## config.mk

```make
export PLATFORM = sky130hd
export DESIGN_NAME = rcc_queue
export DESIGN_NICKNAME = d
export VERILOG_FILES = /design/src/hdl/rgb_conv3x3_clamp_core_defines.svh /design/src/hdl/rcc_pkg.sv /design/src/hdl/rcc_queue.sv
export SDC_FILE = /design/constraint.sdc
export NUM_CORES = 1
export LEC_CHECK = 0
export CAP_MARGIN = 5
export CORE_ASPECT_RATIO = 1.25
export CORE_MARGIN = 10
export CORE_UTILIZATION = 46
export CTS_BUF_LIST = sky130_fd_sc_hd__clkbuf_4 sky130_fd_sc_hd__clkbuf_8
export DETAILED_ROUTE_END_ITERATION = 16
export DONT_BUFFER_PORTS = 1
export SYNTH_ARGS = -nofsm -noshare
export SYNTH_HDL_FRONTEND = slang
export SYNTH_SLANG_ARGS = --single-unit
```

## constraint.sdc

```tcl
create_clock -name clk -period 12.2 [get_ports clk]
set_input_delay 0 -clock clk [delete_from_list [all_inputs] [get_ports clk]]
set_output_delay 0 -clock clk [all_outputs]
set_load 0.005 [all_outputs]
```

## src/hdl/rgb_conv3x3_clamp_core_defines.svh

```systemverilog
// Assertion macros for the filter core's RTL files; only rcc_back includes them.
// Depends on nothing; files that check their own logic include it.
`ifndef RGB_CONV3X3_CLAMP_CORE_DEFINES_SVH
`define RGB_CONV3X3_CLAMP_CORE_DEFINES_SVH

// Same-cycle implication, disabled while reset is high.
`define RCC_ASSERT_IMP(label, clk, rst, ante, cons, msg) \
  label: assert property (@(posedge clk) disable iff (rst) (ante) |-> (cons)) \
    else $error(msg);

// Next-cycle implication, disabled while reset is high.
`define RCC_ASSERT_NXT(label, clk, rst, ante, cons, msg) \
  label: assert property (@(posedge clk) disable iff (rst) (ante) |=> (cons)) \
    else $error(msg);

`endif

```

## src/hdl/rcc_pkg.sv

```systemverilog
// Shared types and constants of the RGB 3x3 convolution core.
// Depends on nothing; every module of the core refers to it by scoped names.
package rcc_pkg;

  localparam int PIX_W     = 24;
  localparam int CH_W      = 8;
  localparam int ROW_W     = 12;
  localparam int COL_W     = 10;
  localparam int FW_W      = 11;
  localparam int FH_W      = 13;
  localparam int KROW_W    = 24;
  localparam int NTAPS     = 9;
  localparam int NSLOTS    = 3;
  localparam int IN_W      = 24;
  localparam int OUT_W     = 48;
  localparam int CFG_AW    = 5;
  localparam int CFG_DW    = 32;
  localparam int REG_IDX_W = 3;

  localparam int MAX_HEIGHT      = 4096;
  localparam int DEF_MAX_WIDTH   = 1024;
  localparam int DEF_COEF_BITS   = 8;
  localparam int QUEUE_DEPTH     = 2;

  localparam logic [FW_W-1:0]   RST_FRAME_WIDTH  = 11'd640;
  localparam logic [FH_W-1:0]   RST_FRAME_HEIGHT = 13'd480;
  localparam logic [KROW_W-1:0] RST_KERNEL_ROW0  = 24'hFEFFFE;
  localparam logic [KROW_W-1:0] RST_KERNEL_ROW1  = 24'h0101FF;
  localparam logic [KROW_W-1:0] RST_KERNEL_ROW2  = 24'h020102;

  localparam logic [REG_IDX_W-1:0] REG_FRAME_WIDTH  = 3'd0;
  localparam logic [REG_IDX_W-1:0] REG_FRAME_HEIGHT = 3'd1;
  localparam logic [REG_IDX_W-1:0] REG_KERNEL_ROW0  = 3'd2;
  localparam logic [REG_IDX_W-1:0] REG_KERNEL_ROW1  = 3'd3;
  localparam logic [REG_IDX_W-1:0] REG_KERNEL_ROW2  = 3'd4;

  // One classified pixel handed from the front to the back.
  // pix[3*j+i] is column c-j, row r-2+i of the window.
  // slots: bit 0 row r-2, bit 1 row r-1, bit 2 row r.
  typedef struct packed {
    logic [NTAPS-1:0][PIX_W-1:0] pix;
    logic [ROW_W-1:0]            row;
    logic [COL_W-1:0]            col;
    logic                        filt;
    logic [NSLOTS-1:0]           slots;
  } rcc_item_t;

endpackage

```

## src/hdl/rcc_queue.sv

```systemverilog
// Short queue of window items between the front and back of the core.
// Uses rcc_pkg for the item type and depth.
module rcc_queue (
  input  logic               clk,
  input  logic               rst,
  input  logic               push,
  input  rcc_pkg::rcc_item_t push_item,
  output logic               ready,
  output logic               valid,
  output rcc_pkg::rcc_item_t item,
  input  logic               pop
);

  localparam int PTR_W = $clog2(rcc_pkg::QUEUE_DEPTH);

  rcc_pkg::rcc_item_t entries [rcc_pkg::QUEUE_DEPTH];
  logic [PTR_W-1:0]   wr_ptr, rd_ptr;
  logic [PTR_W:0]     count;

  assign ready = (count != (PTR_W + 1)'(rcc_pkg::QUEUE_DEPTH));
  assign valid = (count != '0);
  assign item  = entries[rd_ptr];

  always_ff @(posedge clk) begin
    if (push) begin
      entries[wr_ptr] <= push_item;
    end
  end

  always_ff @(posedge clk) begin
    if (rst) begin
      wr_ptr <= '0;
      rd_ptr <= '0;
      count  <= '0;
    end else begin
      if (push) begin
        wr_ptr <= wr_ptr + PTR_W'(1);
      end
      if (pop) begin
        rd_ptr <= rd_ptr + PTR_W'(1);
      end
      if (push && !pop) begin
        count <= count + (PTR_W + 1)'(1);
      end else if (pop && !push) begin
        count <= count - (PTR_W + 1)'(1);
      end
    end
  end

endmodule

```

==> flow_summary.ini, run 1 <==
[run_status]
status = stopped before the end
stop_stage = 4_1_cts
stop_error = [ERROR RSZ-0060] Max buffer count reached.

[clock_tree]
clock_sinks = 489
numCtsBuffers = 72
cts-root-buf = clkbuf_8
post_cts_resized = 0
hold_buffers = 277
clockBufferDepth = 3
htree_levels = 3
cts_setup_buffers = 0

[floorplan]
die_h_um = 244
rows = 81
ioPinCount = 490
die_w_um = 199
start_util = 0.468

[logic_synthesis]
post-synth-top-count-cell = edfxtp_1
netlist_top_cells_count = edfxtp_1, mux2_4, mux2_2, buf_6, buf_2
synth_edf_count = 484
yosysTopAreaCell = edfxtp_1
ys.flop_type = edfxtp_1
synth_nets = 1022
ys_seq_area_frac = 0.795
syn-cell-area_sq_mm = 0.0184
avgSynthCellArea_sq_um = 23.8
yosysWarnings = 0
synth-seq-cells = 489
yosysUniqueCellTypes = 18
yosys-top-cells-area = edfxtp_1, mux2_4, mux2_2
synthArstFlopShare = 0
synthCells = 775
yosys.area.top_type_share = 0.790

[placement]
portBuffers = 0
routabilityCongestion = 0.798
place_hpwl_um = 29000
## kinds of logic after synthesis
| family | synth area share |
|---|---|
| flops | 0.795 |
| mux | 0.185 |
| buf+inv | 0.0147 |
| simple gates | 0.00252 |
| xor+xnor | 0.00190 |
| compound gates | 0.000543 |
| fa+ha+maj | 0.000680 |
## per-stage QoR
stage	worst slack, ps	cell area, sq um	cells
2_1_floorplan	329	18400	775
3_3_place_gp	9110	18900	1255
3_5_place_dp	9010	18900	1255
==> run 2, diff against run 1 <==
--- a/config.mk
+++ b/config.mk
@@ -6,12 +6,11 @@
 export NUM_CORES = 1
 export LEC_CHECK = 0
 export CAP_MARGIN = 5
-export CORE_ASPECT_RATIO = 1.25
 export CORE_MARGIN = 10
-export CORE_UTILIZATION = 46
-export CTS_BUF_LIST = sky130_fd_sc_hd__clkbuf_4 sky130_fd_sc_hd__clkbuf_8
+export CORE_UTILIZATION = 31
 export DETAILED_ROUTE_END_ITERATION = 16
 export DONT_BUFFER_PORTS = 1
+export PLACE_DENSITY_LB_ADDON = 0.15
 export SYNTH_ARGS = -nofsm -noshare
 export SYNTH_HDL_FRONTEND = slang
 export SYNTH_SLANG_ARGS = --single-unit
==> constraint.sdc (replaced) <==
create_clock -name clk -period 15.86 [get_ports clk]
set_input_delay 0 -clock clk [delete_from_list [all_inputs] [get_ports clk]]
set_output_delay 0 -clock clk [all_outputs]
set_load 0.005 [all_outputs]
==> run 2 against run 1 <==
Net effect:
- the flow now finishes without violations
- synthesized cell count did not move
- synthesized area is the same
==> flow_summary.ini, run 2 <==
[routing]
ant_nets = 0
routed.top_layer = met5
wl_um = 45100
dr.pass1.iters = 4
drcViolationCount = 0
m1WireLength_um = 16400
vias_per_cell = 4.43
dr.first_iter.drc_count = 527
route.met3.wl_um = 3410
num_vias = 8294
wl_met2_um = 24500
wl_per_cell_um = 24.1

[setup_path]
worst_setup_path_end_kind = output pin
worst_ep_required_time_ps = 15860
worst-path-max-fanout = 52
critical_path_class = register to output pin
cp.arrival_ps = 3740
start_kind = register

[sta]
worst_pin_slew_ps = 1040
setup_viol = 0
worst_slack_ps = 12120
fin_tns_setup_ps = 0
max_slew_margin = 0.309
rsz0062_at_grt = false
finalClockSkew_ps = 14.4
min_period_ps = 3740
finalHoldViolCount = 0
final_max_slew_viol_count = 0
timing.hold.ws_ps = 55.8
finalCritPeriodShare = 0.236
max_freq_ghz = 0.267

[clock_tree]
htree_levels = 2
clock_sinks = 489
clk-insertion-delay-late_ps = 590
cts-root-buf = clkbuf_16
hold_buffers = 249
path_clk_slew_ps = 50
clockBufferDepth = 3
post_cts_resized = 0
tritoncts = built
numCtsBuffers = 54
cts_setup_buffers = 0

[power]
p_switching_uw = 650
intPower_mw = 2.32
p_sw_frac = 0.219
p_per_area_mw_per_mm2 = 128
vdd_drop_max_mv = 0.0981
power.leakage_nw = 8.09
p_seq_frac = 0.517
pwr-share-comb = 0.099
p_clk_frac = 0.384
finalPower_mw = 2.97

[placement]
dpl_cell_area_sq_mm = 0.0192
portBuffers = 0
dp_slack_ps = 12490
routabilityCongestion = 0.767
place_hpwl_um = 31000

[run_status]
status = finished, final reports clean

[floorplan]
die_w_um = 264
ioPinCount = 490
core_area_sq_mm = 0.0589
die_h_um = 264
start_util = 0.313
rows = 89
die_area_sq_mm = 0.0695

[layout]
layout.cells.most_common = edfxtp_1
top_register = entries
final_layout_size_suffix_gt1_frac = 0.294
multi_input_area_sq_mm = 0.00351
seqCellArea_sq_mm = 0.0146
fin_nets = 1309
largest_register_ffs = 484
final_cell_mix = edfxtp_1, dlygate4sd3_1, mux2_4
top_regs = entries: 484 flops, count: 2 flops
areaGrowthSynthToFinish_pct = 26.6
nFillCells = 5291
fin_area_sq_mm = 0.0233

[logic_synthesis]
yosysUniqueCellTypes = 18
netlist_top_cells_count = edfxtp_1, mux2_4, mux2_2, buf_6, buf_2
syn-cell-area_sq_mm = 0.0184
yosysWarnings = 0
synthArstFlopShare = 0
yosysTopAreaCell = edfxtp_1
yosys.area.top_type_share = 0.790
avgSynthCellArea_sq_um = 23.8
ys.flop_type = edfxtp_1
synth_nets = 1022
ys_seq_area_frac = 0.795
synthCells = 775
synth-seq-cells = 489
synth_edf_count = 484
yosys-top-cells-area = edfxtp_1, mux2_4, mux2_2
post-synth-top-count-cell = edfxtp_1

[global_route]
grt_pass1_vias = 8957
groute.usage.overall = 0.124
grt-ovfl-total = 0
antenna_found_initial = 3
grt_pass1_wl_um = 64400
grt_max_degree = 152

[job]
maxCapViolations = 0

[worst_hold_path]
hold_path.class = primary input to register
[run 2: metal layers]
metal  vias to the layer above  GRT usage
li1                       3672          -
met1                      4267      0.133
met2                       287      0.226
met3                        64     0.0420
met4                         4     0.0362
met5                         -          0
[run 2: cell type report]
cell class	instances	share of cell area
clock buffer	68	0.0612
multi-input combinational	258	0.151
antenna	1	0.000107
clock inverter	25	0.00768
sequential	489	0.628
tap	773	0.0415
inverter	1	0.000161
timing repair buffer	258	0.110
[run 2: logic make-up (layout without fill, tap and decap cells)]
group / Yosys count / after routing / share of synthesized area
AND/OR/NAND/NOR: 9 / 9 / 0.00252
other: 0 / 1 / 0
XOR/XNOR: 4 / 4 / 0.00190
multiplexers: 242 / 242 / 0.185
buffers and inverters: 28 / 352 / 0.0147
flip-flops: 489 / 489 / 0.795
adder cells (fa/ha/maj): 1 / 1 / 0.000680
AO/OA/AOI/OAI: 2 / 2 / 0.000543
[run 2: path summary, 6_finish.rpt]
| check | start | to | slack (ps) | cells after the start |
|---|---|---|---|---|
| min reg2reg | rd_ptr$_SDFFE_PP0P_ | rd_ptr$_SDFFE_PP0P_ | 510 | 2 |
| min | push | entries[1][15]$_DFFE_PP_ | 60 | 1 |
| max reg2reg | wr_ptr$_SDFFE_PP0P_ | entries[0][203]$_DFFE_PP_ | 12530 | 3 |
| max | register | item[0] | 12120 | 3 |
[run 2: worst max-delay path, stage by stage (launching register included)]
cell and delay (ps):
dfxtp_4 1000, buf_4 860, buf_4 730, mux2_2 440
[run 2: power by group through the flow]
| stage | clock (mW) | sequential [mW] | combinational (mW) |
|---|---|---|---|
| 5_1_grt | 1.24 | 1.54 | 0.316 |
| 4_1_cts | 1.19 | 1.54 | 0.308 |
| 3_3_place_gp | 0 | 1.57 | 0.242 |
| 6_report | 1.14 | 1.54 | 0.295 |
| 3_5_place_dp | 0 | 1.57 | 0.242 |
| 2_1_floorplan | 0 | 1.58 | 0.187 |
[run 2: per-stage QoR]
stage,std cells,utilization
detailed placement,1530,0.326
global placement,1530,0.326
global route,1873,0.396
finish,1873,0.396
CTS,1872,0.396
floorplan,775,-
Note: power is estimated with default switching activity, not from simulation.
